File: src/sv/servo_angle_to_pwm_duty_assert.svh
// Assertion macros shared by the servo angle to PWM duty RTL.
// No dependencies; included by the modules that carry assertions.
`ifndef SERVO_ANGLE_TO_PWM_DUTY_ASSERT_SVH
`define SERVO_ANGLE_TO_PWM_DUTY_ASSERT_SVH

// Same-cycle implication, disabled while in reset
`define SAPWM_ASSERT_IMP(label, clk, rstn, ante, cons, msg) \
    label: assert property (@(posedge clk) disable iff (!rstn) (ante) |-> (cons)) \
        else $error(msg);

// Next-cycle implication, disabled while in reset
`define SAPWM_ASSERT_NXT(label, clk, rstn, ante, cons, msg) \
    label: assert property (@(posedge clk) disable iff (!rstn) (ante) |=> (cons)) \
        else $error(msg);

`endif

File: src/sv/sapwm_pkg.sv
// Shared types and constants for the servo angle to PWM duty block.
// No dependencies; used by sapwm_div and servo_angle_to_pwm_duty.
package sapwm_pkg;

    // Default full-scale duty
    localparam int MAX_DUTY_DEF = 65535;

    // Divider operand widths
    localparam int DIV_DVD_W = 32;
    localparam int DIV_DVS_W = 16;

    // Item kinds carried in tuser
    typedef enum logic [1:0] {
        KIND_SET = 2'd0,
        KIND_ROT = 2'd1,
        KIND_CTR = 2'd2
    } kind_t;

    // Configuration register indexes
    localparam logic [2:0] REG_CYCLE     = 3'd0;
    localparam logic [2:0] REG_FIRST_ANG = 3'd1;
    localparam logic [2:0] REG_FIRST_T   = 3'd2;
    localparam logic [2:0] REG_SECOND_ANG = 3'd3;
    localparam logic [2:0] REG_SECOND_T  = 3'd4;

    // Divider control and status
    typedef struct packed {
        logic start;
    } div_ctl_t;

    typedef struct packed {
        logic busy;
        logic done;
    } div_sts_t;

endpackage

File: src/sv/servo_angle_to_pwm_duty.sv
// Servo angle to PWM duty: an accepted item goes through these steps to m_tvalid
// (setup, 16x16 multiply, 32-step divide with load and done, add,
// multiply, second divide, load). One item at a time; both divides use the
// shared divider. The next item is taken while a finished
// result waits in the output register; a result still waiting holds that item.
// Reset (aresetn low, synchronous) restores register defaults and angle zero.
// Depends on sapwm_pkg, sapwm_div and servo_angle_to_pwm_duty_assert.svh.
`include "servo_angle_to_pwm_duty_assert.svh"

module servo_angle_to_pwm_duty
    import sapwm_pkg::*;
#(
    parameter int MAX_DUTY = MAX_DUTY_DEF
) (
    input  logic        aclk,
    input  logic        aresetn,
    // input items
    input  logic        s_tvalid,
    output logic        s_tready,
    input  logic [15:0] s_tdata,   // [15:0] angle_value
    input  logic [1:0]  s_tuser,   // [1:0] kind
    // result items
    output logic        m_tvalid,
    input  logic        m_tready,
    output logic [31:0] m_tdata,   // [15:0] duty, [31:16] current_angle
    // configuration writes
    input  logic        cfg_valid,
    output logic        cfg_ready,
    input  logic [2:0]  cfg_index,
    input  logic [15:0] cfg_data
);

    localparam logic [15:0] MaxDuty16 = 16'(MAX_DUTY);

    typedef enum logic [6:0] {
        S_IDLE = 7'b0000001,
        S_PREP = 7'b0000010,
        S_MUL1 = 7'b0000100,
        S_DIV1 = 7'b0001000,
        S_ADDT = 7'b0010000,
        S_DIV2 = 7'b0100000,
        S_OUT  = 7'b1000000
    } state_t;

    state_t             state_reg, state_next;

    // configuration
    logic [15:0]        cycle_reg;
    logic signed [15:0] first_ang_reg, second_ang_reg;
    logic [15:0]        first_t_reg, second_t_reg;

    // per-item working registers
    logic signed [15:0] held_reg;
    logic signed [15:0] a_lo_reg, a_hi_reg;
    logic [15:0]        t_lo_reg, t_hi_reg;
    logic [15:0]        d_reg, span_reg, dt_abs_reg;
    logic               dt_neg_reg, eq_reg;
    logic [31:0]        prod_reg;
    logic               start_reg;

    // output register
    logic               m_tvalid_reg;
    logic [31:0]        m_tdata_reg;

    // divider link
    div_ctl_t           div_ctl;
    div_sts_t           div_sts;
    logic [15:0]        div_dvs;
    logic [31:0]        div_q;

    // accept-cycle logic
    logic               swap;
    logic signed [15:0] lo_ang, hi_ang;
    logic [15:0]        lo_t, hi_t;
    logic signed [16:0] tgt, lo17, hi17;
    logic signed [15:0] tgt_clamp;
    logic               in_acc, out_free;

    // prep logic
    logic signed [16:0] d17, span17, dt17;

    // multiplier operands and interpolated pulse time
    logic [15:0]        mul_a, mul_b, t_new;

    // final duty
    logic [15:0]        duty;

    // Interpolated pulse time; stays between the two endpoint times
    function automatic logic [15:0] t_next_val(input logic eq, input logic neg,
                                               input logic [15:0] t_lo,
                                               input logic [15:0] q);
        if (eq)
            return t_lo;
        else if (neg)
            return t_lo - q;
        else
            return t_lo + q;
    endfunction

    assign s_tready  = aresetn && (state_reg == S_IDLE);
    assign in_acc    = s_tvalid && s_tready;
    assign out_free  = !m_tvalid_reg || m_tready;
    assign cfg_ready = aresetn;

    // Order endpoints, form and clamp the new angle
    always_comb begin
        swap   = (second_ang_reg < first_ang_reg);
        lo_ang = swap ? second_ang_reg : first_ang_reg;
        hi_ang = swap ? first_ang_reg  : second_ang_reg;
        lo_t   = swap ? second_t_reg   : first_t_reg;
        hi_t   = swap ? first_t_reg    : second_t_reg;
        lo17   = {lo_ang[15], lo_ang};
        hi17   = {hi_ang[15], hi_ang};
        case (kind_t'(s_tuser))
            KIND_SET: tgt = {s_tdata[15], s_tdata};
            KIND_ROT: tgt = {held_reg[15], held_reg} + {s_tdata[15], s_tdata};
            KIND_CTR: begin
                if (lo_ang > 16'sd0)
                    tgt = lo17;
                else if (hi_ang < 16'sd0)
                    tgt = hi17;
                else
                    tgt = '0;
            end
            default: tgt = {held_reg[15], held_reg};
        endcase
        if (tgt < lo17)
            tgt_clamp = lo_ang;
        else if (tgt > hi17)
            tgt_clamp = hi_ang;
        else
            tgt_clamp = tgt[15:0];
    end

    // Offsets for the interpolation
    always_comb begin
        d17    = {held_reg[15], held_reg} - {a_lo_reg[15], a_lo_reg};
        span17 = {a_hi_reg[15], a_hi_reg} - {a_lo_reg[15], a_lo_reg};
        dt17   = {1'b0, t_hi_reg} - {1'b0, t_lo_reg};
    end

    // Duty with zero-period and full-scale saturation
    always_comb begin
        if (cycle_reg == 16'd0)
            duty = MaxDuty16;
        else if (div_q > {16'd0, MaxDuty16})
            duty = MaxDuty16;
        else
            duty = div_q[15:0];
    end

    // Sequencer
    always_comb begin
        state_next = state_reg;
        case (state_reg)
            S_IDLE: if (in_acc) state_next = S_PREP;
            S_PREP: state_next = S_MUL1;
            S_MUL1: state_next = S_DIV1;
            S_DIV1: if (div_sts.done) state_next = S_ADDT;
            S_ADDT: state_next = S_DIV2;
            S_DIV2: if (div_sts.done) state_next = S_OUT;
            S_OUT:  if (out_free) state_next = S_IDLE;
            default: state_next = S_IDLE;
        endcase
    end

    // Control registers
    always_ff @(posedge aclk) begin
        if (!aresetn) begin
            state_reg      <= S_IDLE;
            start_reg      <= 1'b0;
            m_tvalid_reg   <= 1'b0;
            held_reg       <= '0;
            cycle_reg      <= 16'd20000;
            first_ang_reg  <= 16'sd0;
            first_t_reg    <= 16'd500;
            second_ang_reg <= 16'sd180;
            second_t_reg   <= 16'd2500;
        end else begin
            state_reg <= state_next;
            start_reg <= (state_reg == S_MUL1) || (state_reg == S_ADDT);
            if (in_acc)
                held_reg <= tgt_clamp;
            if (state_reg == S_OUT && out_free)
                m_tvalid_reg <= 1'b1;
            else if (m_tready)
                m_tvalid_reg <= 1'b0;
            if (cfg_valid && cfg_ready) begin
                case (cfg_index)
                    REG_CYCLE:      cycle_reg      <= cfg_data;
                    REG_FIRST_ANG:  first_ang_reg  <= cfg_data;
                    REG_FIRST_T:    first_t_reg    <= cfg_data;
                    REG_SECOND_ANG: second_ang_reg <= cfg_data;
                    REG_SECOND_T:   second_t_reg   <= cfg_data;
                    default: ;
                endcase
            end
        end
    end

    // Shared multiplier operands: |dt| * offset, then MAX_DUTY * t
    assign t_new = t_next_val(eq_reg, dt_neg_reg, t_lo_reg, div_q[15:0]);
    assign mul_a = (state_reg == S_MUL1) ? dt_abs_reg : MaxDuty16;
    assign mul_b = (state_reg == S_MUL1) ? d_reg : t_new;

    // Datapath registers
    always_ff @(posedge aclk) begin
        if (in_acc) begin
            a_lo_reg <= lo_ang;
            a_hi_reg <= hi_ang;
            t_lo_reg <= lo_t;
            t_hi_reg <= hi_t;
        end
        if (state_reg == S_PREP) begin
            d_reg      <= d17[15:0];
            span_reg   <= span17[15:0];
            eq_reg     <= (span17 == 17'sd0);
            dt_neg_reg <= dt17[16];
            dt_abs_reg <= dt17[16] ? 16'(-dt17) : dt17[15:0];
        end
        // shared 16x16 multiplier
        if (state_reg == S_MUL1 || state_reg == S_ADDT)
            prod_reg <= {16'd0, mul_a} * {16'd0, mul_b};
        if (state_reg == S_OUT && out_free)
            m_tdata_reg <= {held_reg, duty};
    end

    assign div_ctl.start = start_reg;
    assign div_dvs       = (state_reg == S_DIV1) ? span_reg : cycle_reg;

    sapwm_div #(
        .DVD_W (DIV_DVD_W),
        .DVS_W (DIV_DVS_W)
    ) u_div (
        .aclk     (aclk),
        .aresetn  (aresetn),
        .ctl      (div_ctl),
        .dividend (prod_reg),
        .divisor  (div_dvs),
        .sts      (div_sts),
        .quotient (div_q)
    );

    assign m_tvalid = m_tvalid_reg;
    assign m_tdata  = m_tdata_reg;

    `SAPWM_ASSERT_NXT(a_one_at_a_time, aclk, aresetn, in_acc, !s_tready, "item taken while busy")
    `SAPWM_ASSERT_IMP(a_duty_max, aclk, aresetn, m_tvalid_reg, m_tdata_reg[15:0] <= MaxDuty16, "duty above full scale")
    `SAPWM_ASSERT_IMP(a_done_in_div, aclk, aresetn, div_sts.done, (state_reg == S_DIV1) || (state_reg == S_DIV2), "divider done outside divide step")

endmodule

File: src/sv/sapwm_div.sv
// Restoring unsigned divider, one quotient bit per cycle.
// Depends on sapwm_pkg and servo_angle_to_pwm_duty_assert.svh.
`include "servo_angle_to_pwm_duty_assert.svh"

module sapwm_div
    import sapwm_pkg::*;
#(
    parameter int DVD_W = DIV_DVD_W,
    parameter int DVS_W = DIV_DVS_W
) (
    input  logic             aclk,
    input  logic             aresetn,
    input  div_ctl_t         ctl,
    input  logic [DVD_W-1:0] dividend,
    input  logic [DVS_W-1:0] divisor,
    output div_sts_t         sts,
    output logic [DVD_W-1:0] quotient
);

    localparam int CNT_W = $clog2(DVD_W);

    logic [DVD_W-1:0] dvd_reg;
    logic [DVS_W-1:0] dvs_reg;
    logic [DVS_W-1:0] rem_reg;
    logic [DVS_W-1:0] rem_next;
    logic [CNT_W-1:0] cnt_reg;
    logic             busy_reg;
    logic             done_reg;
    logic [DVS_W:0]   trial;
    logic [DVS_W:0]   diff;
    logic             q_bit;

    // One trial subtraction per cycle
    always_comb begin
        trial    = {rem_reg, dvd_reg[DVD_W-1]};
        diff     = trial - {1'b0, dvs_reg};
        q_bit    = (trial >= {1'b0, dvs_reg});
        rem_next = q_bit ? diff[DVS_W-1:0] : trial[DVS_W-1:0];
    end

    // Control: start loads operands, busy runs DVD_W steps
    always_ff @(posedge aclk) begin
        if (!aresetn) begin
            busy_reg <= 1'b0;
            done_reg <= 1'b0;
            cnt_reg  <= '0;
        end else begin
            done_reg <= 1'b0;
            if (ctl.start) begin
                busy_reg <= 1'b1;
                cnt_reg  <= '0;
            end else if (busy_reg) begin
                cnt_reg <= cnt_reg + 1'b1;
                if (cnt_reg == CNT_W'(DVD_W - 1)) begin
                    busy_reg <= 1'b0;
                    done_reg <= 1'b1;
                end
            end
        end
    end

    // Datapath: dividend shifts out, quotient bits shift in
    always_ff @(posedge aclk) begin
        if (ctl.start) begin
            dvd_reg <= dividend;
            dvs_reg <= divisor;
            rem_reg <= '0;
        end else if (busy_reg) begin
            dvd_reg <= {dvd_reg[DVD_W-2:0], q_bit};
            rem_reg <= rem_next;
        end
    end

    assign quotient  = dvd_reg;
    assign sts.busy  = busy_reg;
    assign sts.done  = done_reg;

    `SAPWM_ASSERT_IMP(a_no_start_busy, aclk, aresetn, ctl.start, !busy_reg, "start while busy")
    `SAPWM_ASSERT_NXT(a_done_pulse, aclk, aresetn, done_reg, !done_reg, "done longer than one cycle")
    `SAPWM_ASSERT_IMP(a_done_on_finish, aclk, aresetn, $fell(busy_reg), done_reg, "busy fell without done")

endmodule

File: config.mk
export PLATFORM = sky130hd
export DESIGN_NAME = servo_angle_to_pwm_duty
export DESIGN_NICKNAME = d
export VERILOG_FILES = /design/src/sv/sapwm_pkg.sv /design/src/sv/servo_angle_to_pwm_duty.sv /design/src/sv/sapwm_div.sv
export VERILOG_INCLUDE_DIRS = /design/src /design/src/sv
export SDC_FILE = /design/constraint.sdc
export NUM_CORES = 1
export LEC_CHECK = 0
export ABC_AREA = 1
export CORE_MARGIN = 1
export CORE_UTILIZATION = 55
export DETAILED_ROUTE_END_ITERATION = 16
export DONT_BUFFER_PORTS = 1
export PLACE_DENSITY = 0.75
export SYNTH_ARGS = -nofsm -noshare
export SYNTH_HDL_FRONTEND = slang
export SYNTH_SLANG_ARGS = --single-unit
File: constraint.sdc
create_clock -name aclk -period 12 [get_ports aclk]
set_input_delay 1.2 -clock aclk [delete_from_list [all_inputs] [get_ports aclk]]
set_output_delay 1.2 -clock aclk [all_outputs]
set_load 0.01 [all_outputs]
After elaboration in Yosys (flattened, before gate mapping)
Index checks and enable logic that the tools add are counted.
{"block": "totals", "register_bits": 354, "inputBits": 42, "elab_cells": 115}
{"block": "op_classes", "addsub": 9, "n_mul": 1, "magnitude_cmp": 7, "n_eq_ne": 18, "n_mux": 29, "n_bitwise": 2, "n_reduce_logical": 22}
{"cell": "$mux W16", "count": 13}
{"cell": "$mux W32", "count": 2}
{"cell": "$pmux W17 S3", "count": 1}
{"cell": "$pmux W7 S7", "count": 1}
{"cell": "$sub A16 B16 Y16", "count": 3}
{"cell": "$mux W17", "count": 2}
{"cell": "$sub A16 B16 Y17", "count": 2}
{"cell": "$gt A32 B16 Y1 const B", "count": 1}
{"cell": "$mul A16 B16 Y32", "count": 1}
{"cell": "$mux W7", "count": 4}
{"cell": "$add A16 B16 Y17", "count": 1}
{"cell": "$ge A17 B16 Y1", "count": 1}
{"cell": "$gt A17 B16 Y1", "count": 1}
{"cell": "$logic_not A17 Y1", "count": 1}
{"cell": "$lt A17 B16 Y1", "count": 1}
{"cell": "$add A16 B16 Y16", "count": 1}
{"cell": "$gt A16 B1 Y1 const B", "count": 1}
{"cell": "$logic_not A16 Y1", "count": 1}
{"cell": "$lt A16 B1 Y1 const B", "count": 1}
{"cell": "$lt A16 B16 Y1", "count": 1}
{"cell": "$neg A16 Y16", "count": 1}
{"cell": "$reduce_and A2 Y1", "count": 5}
{"cell": "$eq A7 B1 Y1 const B", "count": 1}
{"cell": "$eq A7 B2 Y1 const B", "count": 1}
{"cell": "25 further kinds", "count": 40}

Depth between registers and ports, before layout
Gate-level depths: netlist of the first run.
{"block": "logic_depth", "ltp_word": 9, "depth_mapped": 49, "ltp_nobuf": 49}

Modules after synthesis
A second synthesis of the first run with hierarchy kept.
{"block": "unflattened", "hier_cells": 3563, "hier_area_um2": 28966.5}
{"module": "servo_angle_to_pwm_duty", "instances": 1, "cells_each": 3036, "area_each_um2": 24896.4}
{"module": "sapwm_div", "instances": 1, "cells_each": 527, "area_each_um2": 4070.2}

Worst setup path after synthesis of the first run
No wires, ideal clock.
{"block": "synth_path", "path_kind": "register to register", "startpoint": "register u_div.dvd_reg[0] (netlist: u_div.quotient[0])", "endpoint": "register prod_reg[31] (data pin)", "setup_time_ns": 0.261, "arrival_ns": 8.406, "t_required_ns": 11.739, "path_slack_ns": 3.333, "stages_incl_launch_ff": 48, "period_less_slack_ns": 8.667, "path_cell_list": "edfxtp_1 > inv_1 > ha_1 > nand3_1 > nor3_1 > inv_1 > nand2_1 > xor2_1 > inv_1 > ha_1 > nand4_1 > o221ai_1 > nand2_1 > nand2_1 > a21oi_1 > o31ai_1 > nand2_1 > nand2_1 > [12 not listed] > fa_1 > fa_1 > inv_1 > fa_1 > inv_1 > ha_1 > a21oi_1 > o21ai_0 > o21bai_1 > a21boi_1 > o21ai_0 > a21boi_1 > o21ai_0 > a21boi_1 > nor2_1 > o21ai_1 > nand2_1 > xor2_1"}
{"block": "synth_between", "elab_chain_cells": 5, "word_cells_on_any_way": 6}
{"item": "start, declared", "line_no": "sapwm_div.sv:22", "text": "logic [DVD_W-1:0] dvd_reg;"}
{"item": "start signal, assigned", "line_no": "sapwm_div.sv:65", "text": "dvd_reg <= dividend;"}
{"item": "start signal, assigned", "line_no": "sapwm_div.sv:69", "text": "dvd_reg <= {dvd_reg[DVD_W-2:0], q_bit};"}
{"item": "$add A16 B16 Y16 or $sub A16 B16 Y16 (tied branches)", "line_no": "servo_angle_to_pwm_duty.sv:97, servo_angle_to_pwm_duty.sv:95"}
{"item": "$mux W16 *", "line_no": "servo_angle_to_pwm_duty.sv:94", "text": "else if (neg)"}
{"item": "$mux W16 *", "line_no": "servo_angle_to_pwm_duty.sv:92", "text": "if (eq)"}
{"item": "$mux W16 *", "line_no": "servo_angle_to_pwm_duty.sv:204", "text": "assign mul_b = (state_reg == S_MUL1) ? d_reg : t_new;"}
{"item": "$mul A16 B16 Y32 *", "line_no": "servo_angle_to_pwm_duty.sv:223", "text": "prod_reg <= {16'd0, mul_a} * {16'd0, mul_b};"}
{"item": "end signal, assigned", "line_no": "servo_angle_to_pwm_duty.sv:223"}
{"item": "end, declared", "line_no": "servo_angle_to_pwm_duty.sv:58", "text": "logic [31:0] prod_reg;"}
Every way passes the cells marked *; elsewhere a longest branch is shown, timed or not.
A chain may end at the register's enable or synchronous reset.

Worst setup path in the final report of the first run
Same ends and word-level chain as after synthesis.

==> results of run 1 <==
how the worst max path moves through the flow:
stage	to	depth (start not counted)	slack, ps	startpoint
4_1_cts	prod_reg[31]	46	2440	u_div.quotient[0]
3_5_place_dp	prod_reg[31]	46	2480	u_div.quotient[0]
5_1_grt	prod_reg[31]	46	1430	u_div.quotient[0]
2_1_floorplan	prod_reg[31]	47	3330	u_div.quotient[0]
3_3_place_gp	prod_reg[31]	50	2740	u_div.quotient[0]
6_report	prod_reg[31]	46	2350	u_div.quotient[0]
synth_stat cells (13+ instances only):
master / instances / share of area
ha_1: 250 / 0.11
nand3_1: 150 / 0.027
nor4_1: 21 / 0.0047
nor3_1: 20 / 0.0035
fa_1: 200 / 0.14
o211ai_1: 22 / 0.0059
nand2_1: 662 / 0.088
nand2_2: 13 / 0.0029
xnor2_1: 33 / 0.010
o21ai_0: 274 / 0.049
dfxtp_1: 128 / 0.091
inv_1: 586 / 0.078
xor2_1: 88 / 0.027
nor2_1: 260 / 0.035
a21oi_1: 225 / 0.040
edfxtp_1: 226 / 0.24
nand4_1: 21 / 0.0047
o21ai_1: 20 / 0.0035
clkbuf_1: 80 / 0.011
clkinv_1: 15 / 0.0020
layout make-up:
type / count / area share
flip-flops and latches: 354 / 0.3076
well taps: 672 / 0.02766
clock buffers: 59 / 0.04038
multi-input cells: 2330 / 0.5328
inverters: 602 / 0.07434
repair buffers: 38 / 0.009385
clock inverters: 17 / 0.007862
tightest hold or removal path, stage by stage (launching register included):
cell and delay [ps]:
dfxtp_1 300, inv_1 70, a21oi_1 60
through the flow:
| stage | instances | instance area [um2] | hold slack [ps] | setup WS (ps) | util |
|---|---|---|---|---|---|
| 5_1_grt | 4072 | 30400 | 486.8 | 1428 | 0.6034 |
| 6_report | 4072 | 30400 | 468.1 | 2345 | 0.6034 |
| 2_1_floorplan | 3381 | 28200 | 438.7 | 3333 | - |
| 3_5_place_dp | 3996 | 28930 | 459.4 | 2485 | 0.5743 |
| 3_3_place_gp | 3996 | 28930 | 451.1 | 2743 | 0.5743 |
| 4_1_cts | 4072 | 30400 | 467.5 | 2441 | 0.6034 |
cell families (layout without fill, tap and decap cells):
kind of cell | Yosys count | in the layout | synth area share
XOR/XNOR | 121 | 121 | 0.03758
AND/OR/NAND/NOR | 1165 | 1165 | 0.1707
buffers and inverters | 697 | 716 | 0.09489
AO/OA/AOI/OAI | 594 | 594 | 0.1125
adder cells (fa/ha/maj) | 450 | 450 | 0.2529
flip-flops | 354 | 354 | 0.3315
metal layers:
metal	wire length (um)	GRT usage	vias up
met4	3978	0.1384	0
met3	5426	0.04142	216
li1	-	-	10940
met2	35650	0.4856	930
met5	0	0	-
met1	31630	0.3883	10640
==> metrics, run 1 <==
PortBufs=0; post-synthesis net count=3873; share of synthesized flip-flops with an asynchronous set or reset=0; CP top delay family=adder cells; post-route minimum period=9655 ps; Req. time, crit path=12320 ps; synth warn=0; post-CTS setup buffer count=0; Reg clk slew, reported paths=60 ps; ANT cells=0; Hold Fails Final Rpt=0; drt wl/cell=18.83 um; Post-Syn Area=28200 um2; hold_sp=second_t_reg[1]; fmax=103.6 MHz; Worst Path Buf+Inv=7; post_cts resized=0; Die X=228.5 um; Post-Synthesis Cells=3381; Worst Max-Slew Pin Slew=1142 ps; RD Place Congestion=1.011; core area=50380 um2; Max Slew Vio Count=0; vias in the first global route=21830; storage element area=9350 um2; post-synthesis sequential area ratio=0.3315; initial drt markers=2160; area occupied by multi-input gates=16200 um2; Post-DRT Antenna Nets=0; hold path cells=2; status=finished clean; Reg2Reg Depth=46; synthesized area per cell=8.342 um2; CP Launch Type=flip-flop; detailed-route via count=22730; Cell Rows=82; TritonRoute pass-1 iters=6; post-detail-place hpwl=59170 um; Clk Latency, worst-skew pair=580 ps; CP Max Fanout=10; Initial Util=0.5599; EDFF count, synth=226; number of fill cells=4372; initial antenna violation count=0; RR Endpoint=prod_reg[31]; io pins=77; hold buffers post-CTS=0; CTS Buf Count=41; Yosys cell types=53; share of cells above drive strength 1=0.04176; clk buf depth=3; critical path class=flip-flop to flip-flop; r2r setup slk=2350 ps; setup tns final=0 ps; CP endpoint kind=flip-flop; sink count of the clock tree=354; most frequent cells in the layout=nand2_1, inv_1, o21ai_0; synth-to-layout area growth=7.781%; Arr. time, crit path=9980 ps; maxcap violations=0; Die Y-Extent=228.5 um; Yosys reg bits=354; HP Class=flip-flop to flip-flop; max incr delay on CP=550 ps; first-pass GRT wire length=120100 um; Die ar.=52190 um2; slowest stage cell on the critical path=fa_1; GRT Total Usage=0.2961; Nets=3859; Hold Path Sink=second_t_reg[1]; Finish-stage setup viols=0; TritonCTS clock tree=yes; root buffer cell=clkbuf_16; RR Startpoint=u_div.quotient[0]; largest net degree at the start of global routing=88; DR vias/cell=5.581; max_slew headroom=0.2387; skew final=39.06 ps; Post-route DRC=0; final period utilization=0.8046; Total Wirelength=76680 um; ys flop type=edfxtp_1; RSZ-0062 raised after global routing=false; most common cell after layout, fill and taps aside=nand2_1; H-tree level count=2; global route total overflow=0
Power of run 1 is not shown: default switching activity piles up to over one toggle a cycle in this logic, so the estimate is an artifact.
==> run 2: changes to the inputs <==
--- a/config.mk
+++ b/config.mk
@@ -6,7 +6,7 @@
 export SDC_FILE = /design/constraint.sdc
 export NUM_CORES = 1
 export LEC_CHECK = 0
-export ABC_AREA = 1
+export ABC_AREA = 0
 export CORE_MARGIN = 1
 export CORE_UTILIZATION = 55
 export DETAILED_ROUTE_END_ITERATION = 16
==> constraint.sdc (replaced) <==
create_clock -name aclk -period 9.4 [get_ports aclk]
set_input_delay 0.94 -clock aclk [delete_from_list [all_inputs] [get_ports aclk]]
set_output_delay 0.94 -clock aclk [all_outputs]
set_load 0.01 [all_outputs]
==> metrics, run 2 <==
TritonRoute pass-1 iters=5 (-1); Die X=232.1 um (+1.6%); post-synthesis sequential area ratio=0.3210 (-0.01048); Reg2Reg Depth=37 (-20%); Arr. time, crit path=9470 ps (-510 ps); RR Endpoint=prod_reg[31]; Hold Path Sink=first_t_reg[8]; Post-Syn Area=29120 um2 (+3.3%); PortBufs=0 (unchanged); Yosys cell types=96 (+81%); Worst Max-Slew Pin Slew=1202 ps (+60.11 ps); RD Place Congestion=1.003 (-0.76%); H-tree level count=2 (unchanged); skew final=33.21 ps (-5.852 ps); Req. time, crit path=9730 ps (-2590 ps); r2r setup slk=270 ps (-2080 ps); initial drt markers=2006 (-7.1%); fmax=109.5 MHz (+5.7%); first-pass GRT wire length=128300 um (+6.9%); Reg clk slew, reported paths=70 ps (about the same); vias in the first global route=22650 (+3.8%); most frequent cells in the layout=inv_1, nand2_1, nor2_1; global route total overflow=0 (unchanged); io pins=77 (unchanged); synth-to-layout area growth=8.837%; share of cells above drive strength 1=0.09681 (+0.05504); Yosys top cell area share=0.2330 (-0.007608); Die ar.=53880 um2 (+3.2%); synthesized area per cell=9.444 um2 (+13%); ys flop type=edfxtp_1; RR Startpoint=u_div.quotient[3]; post-route minimum period=9134 ps (-520.6 ps); area leader, netlist=edfxtp_1; count leader, synth=inv_1; maxcap violations=0 (unchanged); top post-synthesis cells by area=edfxtp_1, fa_1, ha_1; sink count of the clock tree=354 (unchanged); Finish-stage setup viols=0 (unchanged); root buffer cell=clkbuf_16; final period utilization=0.9717 (+0.1672); Cell Rows=83 (+1.2%); setup tns final=0 ps (unchanged); Commonest cells post-synth=inv_1, nand2_1, nor2_1; CP endpoint kind=flip-flop; CP Launch Type=flip-flop; share of synthesized flip-flops with an asynchronous set or reset=0 (unchanged); Max Slew Vio Count=0 (unchanged); post-detail-place hpwl=64800 um (+9.5%); max_slew headroom=0.1944 (-0.04432); GRT Total Usage=0.3121 (+0.01592); drt wl/cell=21.91 um (+16%); Total Wirelength=83480 um (+8.9%); Post-Synthesis Cells=3084 (-8.8%); largest net degree at the start of global routing=103 (+17%); most used cell, CP=fa_1; ANT cells=0 (unchanged); Die Y-Extent=232.1 um (+1.6%); HP Class=primary input to flip-flop; critical path class=flip-flop to flip-flop; max incr delay on CP=580 ps (+30 ps); Post-route DRC=0 (unchanged); synth warn=0 (unchanged); clk buf depth=3 (unchanged); Nets=3592 (-6.9%); core area=51820 um2 (+2.9%); Yosys reg bits=354 (unchanged); Post-DRT Antenna Nets=0 (unchanged); CTS Buf Count=39 (-4.9%); post-synthesis net count=3576 (-7.7%); DR vias/cell=5.989 (+7.3%); hold path cells=1 (-1); Hold Fails Final Rpt=0 (unchanged); TritonCTS clock tree=yes; most common cell after layout, fill and taps aside=inv_1; CP Max Fanout=5 (-5); Initial Util=0.5620 (+0.002158); Hold Slack=437.8 ps (-30.40 ps); slowest stage cell on the critical path=or4_4; Clk Latency, worst-skew pair=590 ps (about the same); initial antenna violation count=1 (+1); detailed-route via count=22820 (+0.40%); hold_sp=aresetn; EDFF count, synth=226 (unchanged); status=finished clean
-- run 2: how the worst max path moves through the flow --
stage	end	cells past startpoint	startpoint	slack, ps
final	prod_reg[31]	37	u_div.quotient[3]	270
after global routing	prod_reg[31]	37	u_div.quotient[3]	-60
after CTS	prod_reg[31]	35	u_div.quotient[2]	2
after detailed placement	prod_reg[31]	38	u_div.quotient[1]	-50
after global placement	prod_reg[31]	38	u_div.quotient[0]	130
after floorplan	prod_reg[31]	34	u_div.quotient[2]	350
-- run 2: routing by layer --
layer  vias up  GRT usage  wire length, um
met3       209    0.03426             4615
met5         -          0               15
li1      10530          -                -
met4         2     0.1427             3875
met1     11220     0.3964            34040
met2       861     0.5330            40930
-- run 2: final cells by class --
cell class,count,area [um2]
clock buffers,53,1049
clock inverters,18,217.7
fillers,4296,20120
inverters,392,1471
multi-input cells,2226,18070
flip-flops and latches,354,9350
well taps,680,850.8
repair buffers,87,690.7
-- run 2: stage by stage --
step                      utilization  instance area [um2]  instances  worst slack, ps
after CTS                      0.6052                31360       3788            1.706
final                          0.6117                31700       3810            265.8
after floorplan                     -                29120       3084            354.2
after global placement         0.5804                30080       3717            132.8
after detailed placement       0.5804                30080       3717           -49.54
after global routing           0.6117                31700       3810           -63.27
-- run 2: cells by family after synthesis --
kind of cell,after synthesis,synth area share
adder cells (fa/ha/maj),450,0.2449
flip-flops,354,0.3210
XOR/XNOR,123,0.03725
buffers and inverters,504,0.06539
multiplexers,152,0.05593
AND/OR/NAND/NOR,962,0.1531
AO/OA/AOI/OAI,539,0.1224
-- run 2: what timing repair did --
item	4_1_cts	5_1_grt
gates cloned	0	1
setup endpoints to repair	1	5
gates resized for setup	5	36
buffers inserted	0	21
hold buffers	0	0
pin swaps	1	28
-- run 2: worst max-delay path: cells and delay by family, from the launching register on --
family          cells  cell delay, ps
buf+inv             7             880
fa+ha+maj           8            3500
xor+xnor            2             260
compound gates     11            1860
simple gates        9            2020
flops               1             390
Power of run 2 is left out for the same reason.
